**src/design/gasp_pkg.sv**
```systemverilog
// Shared types, constants and helper functions for the grid path search block.
// No dependencies; imported by grid_astar_path_search.
`default_nettype none
package gasp_pkg;

  localparam int CELL_W = 6;
  localparam int COST_W = 11;
  localparam int SEQ_W = 6;
  localparam logic [COST_W-1:0] COST_INF = 11'h7FF;
  localparam logic [3:0] STRAIGHT = 4'd10;
  localparam logic [3:0] DIAGONAL = 4'd14;
  localparam logic [3:0] ROOT_MARK = 4'd8;

  localparam logic [1:0] STAT_GOAL = 2'd0;
  localparam logic [1:0] STAT_PARTIAL = 2'd1;
  localparam logic [1:0] STAT_NONE = 2'd2;

  localparam logic OP_WALL = 1'b0;

  typedef enum logic [3:0] {
    ST_IDLE,
    ST_POP_CHK,
    ST_SCAN,
    ST_POP_FIX,
    ST_POP_CMP,
    ST_EXPAND,
    ST_TRACE_START,
    ST_TRACE_RD,
    ST_TRACE_WR,
    ST_NOPATH,
    ST_EMIT_RD,
    ST_EMIT_LD
  } state_t;

  typedef struct packed {
    logic [COST_W-1:0] f;
    logic [COST_W-1:0] g;
    logic [SEQ_W-1:0] seq;
    logic [CELL_W-1:0] loc;
  } heap_entry_t;

  function automatic logic [3:0] step_dx(input logic [2:0] d);
    logic [3:0] r;
    unique case (d)
      3'd0, 3'd2: r = 4'd0;
      3'd1, 3'd4, 3'd5: r = 4'hF;
      default: r = 4'd1;
    endcase
    return r;
  endfunction

  function automatic logic [3:0] step_dy(input logic [2:0] d);
    logic [3:0] r;
    unique case (d)
      3'd1, 3'd3: r = 4'd0;
      3'd0, 3'd4, 3'd7: r = 4'hF;
      default: r = 4'd1;
    endcase
    return r;
  endfunction

  function automatic logic [3:0] step_cost(input logic [2:0] d);
    return d[2] ? DIAGONAL : STRAIGHT;
  endfunction

  function automatic logic [6:0] heur(input logic [2:0] x, input logic [2:0] y,
                                      input logic [2:0] gx, input logic [2:0] gy);
    logic [2:0] dx;
    logic [2:0] dy;
    logic [2:0] m;
    dx = (gx > x) ? gx - x : x - gx;
    dy = (gy > y) ? gy - y : y - gy;
    m = (dx > dy) ? dx : dy;
    return 7'(m) * 7'(DIAGONAL);
  endfunction

  function automatic logic entry_before(input heap_entry_t a, input heap_entry_t b);
    logic r;
    if (a.f != b.f) begin
      r = a.f < b.f;
    end else if (a.g != b.g) begin
      r = a.g < b.g;
    end else begin
      r = a.seq < b.seq;
    end
    return r;
  endfunction

endpackage
`default_nettype wire

```
**src/design/grid_astar_path_search.sv**
```systemverilog
// Top level of the grid A* path search: map store, open list, search sequencer and path output.
// Depends on gasp_pkg for types, step tables and the heuristic.
//
// Usage: an input transfer with opcode 0 writes one row of the obstacle map and produces
// nothing. A transfer with opcode 1 runs an 8-connected search from start to goal and then
// produces the path, start first, one cell per output transfer, with last set on the final one.
// When nothing is discovered a single item with status 2 is produced.
// Each pop makes a linear scan of the open-list entries in the heap memory; each expanded
// cell then visits its eight neighbours in turn, and the path is traced back from its end
// and output start first. in_stall is high while a search runs and its path is produced.
// The output register holds an item until the receiver lowers out_stall; the next input
// is taken while the final item still waits. The grid size register is written through
// cfg_we and cfg_wdata; the user must write it only while the block is idle, since the
// block itself does not enforce this. Reset clears the map, the grid size returns to 8 and
// no output is pending; no clearing pass is needed.
`default_nettype none
module grid_astar_path_search
  import gasp_pkg::*;
#(
  parameter int GRID_SIDE = 8,
  parameter int HEAP_DEPTH = 64
) (
  input  wire logic       clk,
  input  wire logic       rst_n,
  input  wire logic       cfg_we,
  input  wire logic [3:0] cfg_wdata,
  input  wire logic       in_valid,
  output logic            in_stall,
  input  wire logic       in_opcode,
  input  wire logic [2:0] in_row_index,
  input  wire logic [7:0] in_wall_mask,
  input  wire logic [2:0] in_start_x,
  input  wire logic [2:0] in_start_y,
  input  wire logic [2:0] in_goal_x,
  input  wire logic [2:0] in_goal_y,
  output logic            out_valid,
  input  wire logic       out_stall,
  output logic [2:0]      out_path_x,
  output logic [2:0]      out_path_y,
  output logic [1:0]      out_status,
  output logic            out_last
);

  localparam int HCW = $clog2(HEAP_DEPTH + 1);
  localparam int HAW = $clog2(HEAP_DEPTH);
  localparam logic [HCW-1:0] HEAP_FULL = HCW'(HEAP_DEPTH);
  localparam logic [3:0] SIDE_LIM = 4'(GRID_SIDE);

  state_t state_r, state_nxt;
  logic [3:0] grid_size_r, grid_size_nxt;
  logic [7:0] wall_r [8];
  logic [63:0] closed_r, closed_nxt;
  logic [HCW-1:0] count_r, count_nxt;
  logic [6:0] seq_r, seq_nxt;
  logic found_r, found_nxt;
  logic last_valid_r, last_valid_nxt;
  logic [CELL_W-1:0] last_cell_r, last_cell_nxt;
  heap_entry_t best_r, best_nxt;
  logic [HAW-1:0] best_idx_r, best_idx_nxt;
  heap_entry_t last_ent_r, last_ent_nxt;
  logic [HCW-1:0] scan_i_r, scan_i_nxt;
  logic pend_r, pend_nxt;
  logic [HCW-1:0] pend_idx_r, pend_idx_nxt;
  logic [2:0] dir_r, dir_nxt;
  logic [2:0] gx_r, gx_nxt, gy_r, gy_nxt;
  logic [CELL_W-1:0] pos_r, pos_nxt;
  logic [6:0] trace_n_r, trace_n_nxt;
  logic [6:0] emit_k_r, emit_k_nxt;
  logic [1:0] status_r, status_nxt;
  logic out_valid_r, out_valid_nxt;
  logic [2:0] out_x_r, out_x_nxt, out_y_r, out_y_nxt;
  logic [1:0] out_status_r, out_status_nxt;
  logic out_last_r, out_last_nxt;

  heap_entry_t heap_mem [HEAP_DEPTH];
  heap_entry_t heap_rd_r;
  logic heap_we;
  logic [HAW-1:0] heap_wa;
  heap_entry_t heap_wd;

  logic [COST_W-1:0] bc_mem [64];
  logic [COST_W-1:0] bc_rd_r;
  logic bc_we;
  logic [CELL_W-1:0] bc_wa;
  logic [COST_W-1:0] bc_wd;

  logic [3:0] pd_mem [64];
  logic [3:0] pd_rd_r;
  logic pd_we;
  logic [CELL_W-1:0] pd_wa;
  logic [3:0] pd_wd;

  logic [CELL_W-1:0] pb_mem [64];
  logic [CELL_W-1:0] pb_rd_r;
  logic pb_we;
  logic [6:0] emit_addr;

  logic wall_we;
  logic out_free;
  logic [3:0] size_lim;
  logic [3:0] nx4, ny4;
  logic in_map, is_goal, passable;
  logic [CELL_W-1:0] ncell;
  logic [12:0] g_new, f_new;
  logic [CELL_W-1:0] start_cell;
  logic [6:0] start_h;
  logic [3:0] back_dx, back_dy;
  logic [2:0] back_x, back_y;

  assign in_stall = (state_r != ST_IDLE);
  assign out_valid = out_valid_r;
  assign out_path_x = out_x_r;
  assign out_path_y = out_y_r;
  assign out_status = out_status_r;
  assign out_last = out_last_r;

  assign out_free = !out_valid_r || !out_stall;
  assign size_lim = (grid_size_r > SIDE_LIM) ? SIDE_LIM : grid_size_r;
  assign nx4 = {1'b0, best_r.loc[2:0]} + step_dx(dir_r);
  assign ny4 = {1'b0, best_r.loc[5:3]} + step_dy(dir_r);
  assign in_map = !nx4[3] && !ny4[3];
  assign is_goal = in_map && (nx4[2:0] == gx_r) && (ny4[2:0] == gy_r);
  assign passable = in_map && (nx4 < size_lim) && (ny4 < size_lim) &&
                    !wall_r[ny4[2:0]][nx4[2:0]];
  assign ncell = {ny4[2:0], nx4[2:0]};
  assign g_new = 13'(best_r.g) + 13'(step_cost(dir_r));
  assign f_new = g_new + 13'(heur(nx4[2:0], ny4[2:0], gx_r, gy_r));
  assign start_cell = {in_start_y, in_start_x};
  assign start_h = heur(in_start_x, in_start_y, in_goal_x, in_goal_y);
  assign back_dx = step_dx(pd_rd_r[2:0]);
  assign back_dy = step_dy(pd_rd_r[2:0]);
  assign back_x = pos_r[2:0] - back_dx[2:0];
  assign back_y = pos_r[5:3] - back_dy[2:0];
  assign emit_addr = trace_n_r - 7'd1 - emit_k_r;

  always_comb begin
    state_nxt = state_r;
    grid_size_nxt = cfg_we ? cfg_wdata : grid_size_r;
    closed_nxt = closed_r;
    count_nxt = count_r;
    seq_nxt = seq_r;
    found_nxt = found_r;
    last_valid_nxt = last_valid_r;
    last_cell_nxt = last_cell_r;
    best_nxt = best_r;
    best_idx_nxt = best_idx_r;
    last_ent_nxt = last_ent_r;
    scan_i_nxt = scan_i_r;
    pend_nxt = pend_r;
    pend_idx_nxt = pend_idx_r;
    dir_nxt = dir_r;
    gx_nxt = gx_r;
    gy_nxt = gy_r;
    pos_nxt = pos_r;
    trace_n_nxt = trace_n_r;
    emit_k_nxt = emit_k_r;
    status_nxt = status_r;
    out_valid_nxt = (out_valid_r && !out_stall) ? 1'b0 : out_valid_r;
    out_x_nxt = out_x_r;
    out_y_nxt = out_y_r;
    out_status_nxt = out_status_r;
    out_last_nxt = out_last_r;
    wall_we = 1'b0;
    heap_we = 1'b0;
    heap_wa = count_r[HAW-1:0];
    heap_wd = best_r;
    bc_we = 1'b0;
    bc_wa = ncell;
    bc_wd = f_new[COST_W-1:0];
    pd_we = 1'b0;
    pd_wa = ncell;
    pd_wd = {1'b0, dir_r};
    pb_we = 1'b0;

    unique case (state_r)
      ST_IDLE: begin
        if (in_valid) begin
          if (in_opcode == OP_WALL) begin
            wall_we = 1'b1;
          end else begin
            gx_nxt = in_goal_x;
            gy_nxt = in_goal_y;
            closed_nxt = '0;
            closed_nxt[start_cell] = 1'b1;
            bc_we = 1'b1;
            bc_wa = start_cell;
            bc_wd = COST_W'(start_h);
            pd_we = 1'b1;
            pd_wa = start_cell;
            pd_wd = ROOT_MARK;
            heap_we = 1'b1;
            heap_wa = '0;
            heap_wd = '{f: COST_W'(start_h), g: '0, seq: '0, loc: start_cell};
            count_nxt = HCW'(1);
            seq_nxt = 7'd1;
            found_nxt = 1'b0;
            last_valid_nxt = 1'b0;
            state_nxt = ST_POP_CHK;
          end
        end
      end
      ST_POP_CHK: begin
        if (found_r || count_r == '0) begin
          state_nxt = ST_TRACE_START;
        end else begin
          scan_i_nxt = '0;
          pend_nxt = 1'b0;
          state_nxt = ST_SCAN;
        end
      end
      ST_SCAN: begin
        if (scan_i_r < count_r) begin
          pend_nxt = 1'b1;
          pend_idx_nxt = scan_i_r;
          scan_i_nxt = scan_i_r + HCW'(1);
        end else begin
          pend_nxt = 1'b0;
          if (!pend_r) begin
            state_nxt = ST_POP_FIX;
          end
        end
        if (pend_r) begin
          if (pend_idx_r == '0 || entry_before(heap_rd_r, best_r)) begin
            best_nxt = heap_rd_r;
            best_idx_nxt = pend_idx_r[HAW-1:0];
          end
          if (pend_idx_r == count_r - HCW'(1)) begin
            last_ent_nxt = heap_rd_r;
          end
        end
      end
      ST_POP_FIX: begin
        count_nxt = count_r - HCW'(1);
        heap_we = 1'b1;
        heap_wa = best_idx_r;
        heap_wd = last_ent_r;
        state_nxt = ST_POP_CMP;
      end
      ST_POP_CMP: begin
        dir_nxt = '0;
        state_nxt = (bc_rd_r < best_r.f) ? ST_POP_CHK : ST_EXPAND;
      end
      ST_EXPAND: begin
        dir_nxt = dir_r + 3'd1;
        if (dir_r == 3'd7) begin
          state_nxt = ST_POP_CHK;
        end
        if (is_goal) begin
          pd_we = 1'b1;
          found_nxt = 1'b1;
          state_nxt = ST_POP_CHK;
        end else if (passable && !closed_r[ncell]) begin
          last_valid_nxt = 1'b1;
          last_cell_nxt = ncell;
          if (f_new < 13'(COST_INF)) begin
            closed_nxt[ncell] = 1'b1;
            bc_we = 1'b1;
            pd_we = 1'b1;
            seq_nxt = seq_r + 7'd1;
            if (count_r < HEAP_FULL) begin
              heap_we = 1'b1;
              heap_wd = '{f: f_new[COST_W-1:0], g: g_new[COST_W-1:0],
                          seq: seq_r[SEQ_W-1:0], loc: ncell};
              count_nxt = count_r + HCW'(1);
            end
          end
        end
      end
      ST_TRACE_START: begin
        trace_n_nxt = '0;
        if (found_r) begin
          pos_nxt = {gy_r, gx_r};
          status_nxt = STAT_GOAL;
          state_nxt = ST_TRACE_RD;
        end else if (last_valid_r) begin
          pos_nxt = last_cell_r;
          status_nxt = STAT_PARTIAL;
          state_nxt = ST_TRACE_RD;
        end else begin
          state_nxt = ST_NOPATH;
        end
      end
      ST_TRACE_RD: begin
        state_nxt = ST_TRACE_WR;
      end
      ST_TRACE_WR: begin
        pb_we = 1'b1;
        trace_n_nxt = trace_n_r + 7'd1;
        if (pd_rd_r[3] || trace_n_r == 7'd63) begin
          emit_k_nxt = '0;
          state_nxt = ST_EMIT_RD;
        end else begin
          pos_nxt = {back_y, back_x};
          state_nxt = ST_TRACE_RD;
        end
      end
      ST_NOPATH: begin
        if (out_free) begin
          out_valid_nxt = 1'b1;
          out_x_nxt = '0;
          out_y_nxt = '0;
          out_status_nxt = STAT_NONE;
          out_last_nxt = 1'b1;
          state_nxt = ST_IDLE;
        end
      end
      ST_EMIT_RD: begin
        if (out_free) begin
          state_nxt = ST_EMIT_LD;
        end
      end
      ST_EMIT_LD: begin
        out_valid_nxt = 1'b1;
        out_x_nxt = pb_rd_r[2:0];
        out_y_nxt = pb_rd_r[5:3];
        out_status_nxt = status_r;
        out_last_nxt = (emit_addr == '0);
        emit_k_nxt = emit_k_r + 7'd1;
        state_nxt = (emit_addr == '0) ? ST_IDLE : ST_EMIT_RD;
      end
      default: begin
        state_nxt = ST_IDLE;
      end
    endcase
  end

  always_ff @(posedge clk) begin
    if (!rst_n) begin
      state_r <= ST_IDLE;
    end else begin
      state_r <= state_nxt;
    end
  end

  always_ff @(posedge clk) begin
    if (!rst_n) begin
      grid_size_r <= 4'd8;
      closed_r <= '0;
      count_r <= '0;
      seq_r <= '0;
      found_r <= 1'b0;
      last_valid_r <= 1'b0;
      pend_r <= 1'b0;
      out_valid_r <= 1'b0;
      for (int i = 0; i < 8; i++) begin
        wall_r[i] <= '0;
      end
    end else begin
      grid_size_r <= grid_size_nxt;
      closed_r <= closed_nxt;
      count_r <= count_nxt;
      seq_r <= seq_nxt;
      found_r <= found_nxt;
      last_valid_r <= last_valid_nxt;
      pend_r <= pend_nxt;
      out_valid_r <= out_valid_nxt;
      if (wall_we) begin
        wall_r[in_row_index] <= in_wall_mask;
      end
    end
  end

  always_ff @(posedge clk) begin
    last_cell_r <= last_cell_nxt;
    best_r <= best_nxt;
    best_idx_r <= best_idx_nxt;
    last_ent_r <= last_ent_nxt;
    scan_i_r <= scan_i_nxt;
    pend_idx_r <= pend_idx_nxt;
    dir_r <= dir_nxt;
    gx_r <= gx_nxt;
    gy_r <= gy_nxt;
    pos_r <= pos_nxt;
    trace_n_r <= trace_n_nxt;
    emit_k_r <= emit_k_nxt;
    status_r <= status_nxt;
    out_x_r <= out_x_nxt;
    out_y_r <= out_y_nxt;
    out_status_r <= out_status_nxt;
    out_last_r <= out_last_nxt;
  end

  always_ff @(posedge clk) begin
    if (heap_we) begin
      heap_mem[heap_wa] <= heap_wd;
    end
    heap_rd_r <= heap_mem[scan_i_r[HAW-1:0]];
  end

  always_ff @(posedge clk) begin
    if (bc_we) begin
      bc_mem[bc_wa] <= bc_wd;
    end
    bc_rd_r <= bc_mem[best_r.loc];
  end

  always_ff @(posedge clk) begin
    if (pd_we) begin
      pd_mem[pd_wa] <= pd_wd;
    end
    pd_rd_r <= pd_mem[pos_r];
  end

  always_ff @(posedge clk) begin
    if (pb_we) begin
      pb_mem[trace_n_r[5:0]] <= pos_r;
    end
    pb_rd_r <= pb_mem[emit_addr[5:0]];
  end

endmodule
`default_nettype wire
```
**config.mk**
```make
export PLATFORM = sky130hd
export DESIGN_NAME = grid_astar_path_search
export DESIGN_NICKNAME = d
export VERILOG_FILES = /design/src/design/gasp_pkg.sv /design/src/design/grid_astar_path_search.sv
export SDC_FILE = /design/constraint.sdc
export NUM_CORES = 2
export LEC_CHECK = 0
export BUFFER_PORTS_ARGS = -buffer_cell sky130_fd_sc_hd__buf_2
export CORE_MARGIN = 10
export CORE_UTILIZATION = 49
export DETAILED_ROUTE_END_ITERATION = 8
export PLACE_DENSITY = 0.75
export SLEW_MARGIN = 20
export SYNTH_ARGS = -nofsm -noshare
export SYNTH_HDL_FRONTEND = slang
export SYNTH_SLANG_ARGS = --single-unit
```
**constraint.sdc**
```tcl
create_clock -name clk -period 14.9 [get_ports clk]
set_clock_uncertainty 0.05 [all_clocks]
set_input_delay 2.98 -clock clk [delete_from_list [all_inputs] [get_ports clk]]
set_output_delay 2.98 -clock clk [all_outputs]
set_load 0.02 [all_outputs]
```
==> parameters.txt <==
Parameter                              Value

Run status
  Result of the run ... finished, final reports clean

Drt
  DRC viols ... 0
  Average wire length per cell after detail routing ... 31.7 um
  Sum of routed wire length over all layers ... about 380000 um
  Total via count in the routed design ... 77012
  Detailed router's first-iteration violation count ... 11681
  Number of routed nets with antenna violations ... 0
  Number of vias per cell ... 6.49
  DRT Pass-1 Iters ... 8

Die
  Initial standard-cell utilization of the core ... 0.492
  Full die area ... around 0.34 sq mm
  Die Ht ... 580 um
  Number of top-level pins ... 44
  Core box area ... ~0.31 sq mm
  Standard-cell row count ... 205
  Die outline width ... roughly 580 um

Critical path
  Sort of element at the end of the critical path ... register
  Type of the worst setup path ... register to register
  Most Frequent Cell on Critical Path ... sky130_fd_sc_hd__a21oi_1
  Worst path max stage delay ... 890 ps
  Max stage delay cell, worst path ... sky130_fd_sc_hd__nor4_2
  Crit-path max FO ... 40
  Data required time of the critical path ... approximately 15000 ps
  Setup crit start kind ... register
  Cell depth of the worst flop-to-flop path ... 37
  Worst endpoint data arrival time ... 11300 ps

Cells and area
  NumNets Final ... ~7600
  Area taken by flip-flops and latches ... 0.115 sq mm
  Footprint of the multi-input gates ... approximately 0.038 sq mm
  Layout cells sized above 1 ... 0.282
  Fill cell count ... 22362
  Highest-count cells in the layout ignoring fill and taps ... sky130_fd_sc_hd__edfxtp_1 (3717), sky130_fd_sc_hd__mux4_2 (1180), sky130_fd_sc_hd__clkbuf_16 (370)
  Leading cell type in the layout, fill and taps excluded ... sky130_fd_sc_hd__edfxtp_1
  Area growth from synthesis to final layout ... 12.1%

Synthesis
  Synth Cell Area ... between 0.15 and 0.2 sq mm
  Yosys cell types ... 86
  Count of flip-flops with a built-in enable after synthesis ... 3717
  Proportion of synthesized flip-flops having asynchronous set or reset ... 0
  Synth Instances ... 7187
  Top FF cell, synth ... sky130_fd_sc_hd__edfxtp_1
  Register bit count reported by yosys ... around 3900
  Number of warning messages in the yosys log ... 0
  Post-Synthesis Net Count ... 7352
  Post-synthesis sequential area ratio ... 0.746
  Mapped Avg Cell Area ... 21.4 sq um

STA
  Unrepaired setup endpoints after global routing ... no
  Count of final hold-check violations ... 0
  Slew at the pin closest to its max-slew limit ... 1160 ps
  Final Max Slew Viols ... 0
  Clock period minus worst slack ... 10820 ps
  Final count of negative-setup-slack endpoints ... 0
  Relative slew slack ... 0.224
  Sum Neg Setup Slack ... 0 ps
  Final WS setup ... 4080 ps
  Fmax achieved ... roughly 92 MHz
  Part of the cycle the worst path needs ... 0.726

Global route
  Antenna violations before repair ... 25
  Wire length of the first global-routing pass ... roughly 550000 um
  Largest net degree at the start of global routing ... 130
  Total congestion overflow ... 0
  Via count of the first global-routing pass ... 77684
  Total GRT Usage ... 0.219

Placed design
  Count of input and output buffers ... between 40 and 50
  Final weighted congestion in routability-driven placement ... 0.895
  Worst-case setup slack after placement ... 4160 ps
  HPWL after DPL ... roughly 210000 um

Clock tree
  Post-CTS Resized ... 0
  Clock input transition at the sequential cells of the worst setup and hold paths ... roughly 70 ps
  Post-CTS setup buffer count ... 0
  Cts bufs inserted ... 365
  Insertion delay to the later sink of the worst-skew pair ... ~920 ps
  CTS tree ... done
  Clock tree root buffer cell ... sky130_fd_sc_hd__clkbuf_16
  # hold bufs at CTS ... 0
  TritonCTS Sinks ... between 3000 and 4000
  Level count of the clock H-tree ... 5
  Max Buffers Root-to-Sink ... 4

Worst hold path
  Cell count of the worst hold path ... 0
  Class of the worst hold path ... register to register

Job
  Total of max-cap violations ... 0

Power and ir drop
  Power per cell area ... 231 mW/mm^2
  IR drop worst, VDD ... 1.25 mV
  Leakage component of the power ... 53.8 nW
## synth_stat cells, types with 23 or more instances
master / instances / share of area
sky130_fd_sc_hd__a21oi_1: 181 / 0.0059
sky130_fd_sc_hd__dfxtp_1: 144 / 0.019
sky130_fd_sc_hd__a211oi_1: 83 / 0.0041
sky130_fd_sc_hd__nand2_1: 159 / 0.0039
sky130_fd_sc_hd__buf_2: 28 / 0.00091
sky130_fd_sc_hd__mux4_2: 1180 / 0.17
sky130_fd_sc_hd__nand3_1: 51 / 0.0017
sky130_fd_sc_hd__nor4_1: 42 / 0.0017
sky130_fd_sc_hd__inv_1: 160 / 0.0039
sky130_fd_sc_hd__edfxtp_1: 3717 / 0.73
sky130_fd_sc_hd__clkbuf_1: 274 / 0.0067
sky130_fd_sc_hd__o21ai_0: 69 / 0.0022
sky130_fd_sc_hd__a221o_1: 27 / 0.0018
sky130_fd_sc_hd__mux2i_1: 31 / 0.0020
sky130_fd_sc_hd__nor3_1: 160 / 0.0052
sky130_fd_sc_hd__buf_1: 91 / 0.0022
sky130_fd_sc_hd__o22ai_1: 62 / 0.0025
sky130_fd_sc_hd__a21o_1: 23 / 0.0011
sky130_fd_sc_hd__ha_1: 112 / 0.0091
sky130_fd_sc_hd__nor2_1: 200 / 0.0049
sky130_fd_sc_hd__xnor2_1: 49 / 0.0028
sky130_fd_sc_hd__and2_1: 85 / 0.0035
## sequential cells by signal (all words and copies together) (netlist names), 7 cells and up
signal      count
scan_i_r        7
pd_mem        256
count_r         7
emit_k_r        7
last_ent_r     34
wall_r         64
closed_r       64
bc_mem        704
heap_rd_r      34
trace_n_r       7
bc_rd_r        11
pend_idx_r      7
best_r         34
pb_mem        384
heap_mem     2176
## metrics by stage
| stage | std cells | area, sq um | hold slack (ps) | power [W] | util |
|---|---|---|---|---|---|
| after floorplan | 7187 | 154000 | 354 | 0.0235 | - |
| after global placement | 11204 | 160000 | 371 | 0.0302 | 0.513 |
| after detailed placement | 11204 | 160000 | 392 | 0.0306 | 0.513 |
| after CTS | 11855 | 172000 | 399 | 0.0397 | 0.550 |
| after global routing | 11869 | 172000 | 425 | 0.0409 | 0.552 |
| final | 11871 | 172000 | 399 | 0.0398 | 0.552 |
## cell type report
| class | instances | share of cell area |
|---|---|---|
| well taps | 4140 | 0.0301 |
| clock buffers | 459 | 0.0564 |
| multi-input cells | 2755 | 0.220 |
| repair buffers | 292 | 0.0135 |
| clock inverters | 192 | 0.0112 |
| flip-flops and latches | 3861 | 0.665 |
| inverters | 168 | 0.00367 |
| diodes | 4 | 0.0000582 |
## worst max-delay path: cells and delay by family, from the launching register on
family,cells,cell delay (ps)
buffers and inverters,9,1990
AOI/OAI and AO/OA,12,2120
adders and majority gates,8,2940
muxes,2,730
DFF,1,450
xor gates and xnor gates,1,230
and+or+nand+nor,5,1920
## cell families (layout without fill, tap and decap cells)
kind of cell | count (synthesis) | after routing | synth area share
flip-flops | 3861 | 3861 | 0.746
multiplexers | 1221 | 1221 | 0.176
adder cells (fa/ha/maj) | 132 | 132 | 0.0117
buffers and inverters | 571 | 1111 | 0.0146
XOR/XNOR | 63 | 63 | 0.00372
other | 0 | 4 | 0
AO/OA/AOI/OAI | 546 | 546 | 0.0232
AND/OR/NAND/NOR | 793 | 793 | 0.0253
## path summary, 6_finish.rpt
path | from | end | slack, ps
worst max-delay path | dir_r[0]$_SDFFCE_PN0P_ | heap_mem[19][9]$_DFFE_PP_ | 4080
worst min register to register | heap_rd_r[5]$_DFF_P_ | last_ent_r[5]$_DFFE_PP_ | 400
worst max register to register | dir_r[0]$_SDFFCE_PN0P_ | heap_mem[19][9]$_DFFE_PP_ | 4080
worst min-delay path | heap_rd_r[5]$_DFF_P_ | last_ent_r[5]$_DFFE_PP_ | 400
## routing by layer
layer,routed length [um],GRT usage,up-vias
met5,77,0,-
met1,139000,0.307,40561
met3,45500,0.0547,702
met4,11900,0.0629,10
li1,-,-,30661
met2,180000,0.343,5078
## report_power, final
group          internal, W  switching, W
combinational      0.00318       0.00996
sequential          0.0173      0.000216
clock              0.00521       0.00396
No activity file was read; power rests on OpenSTA's default activity.
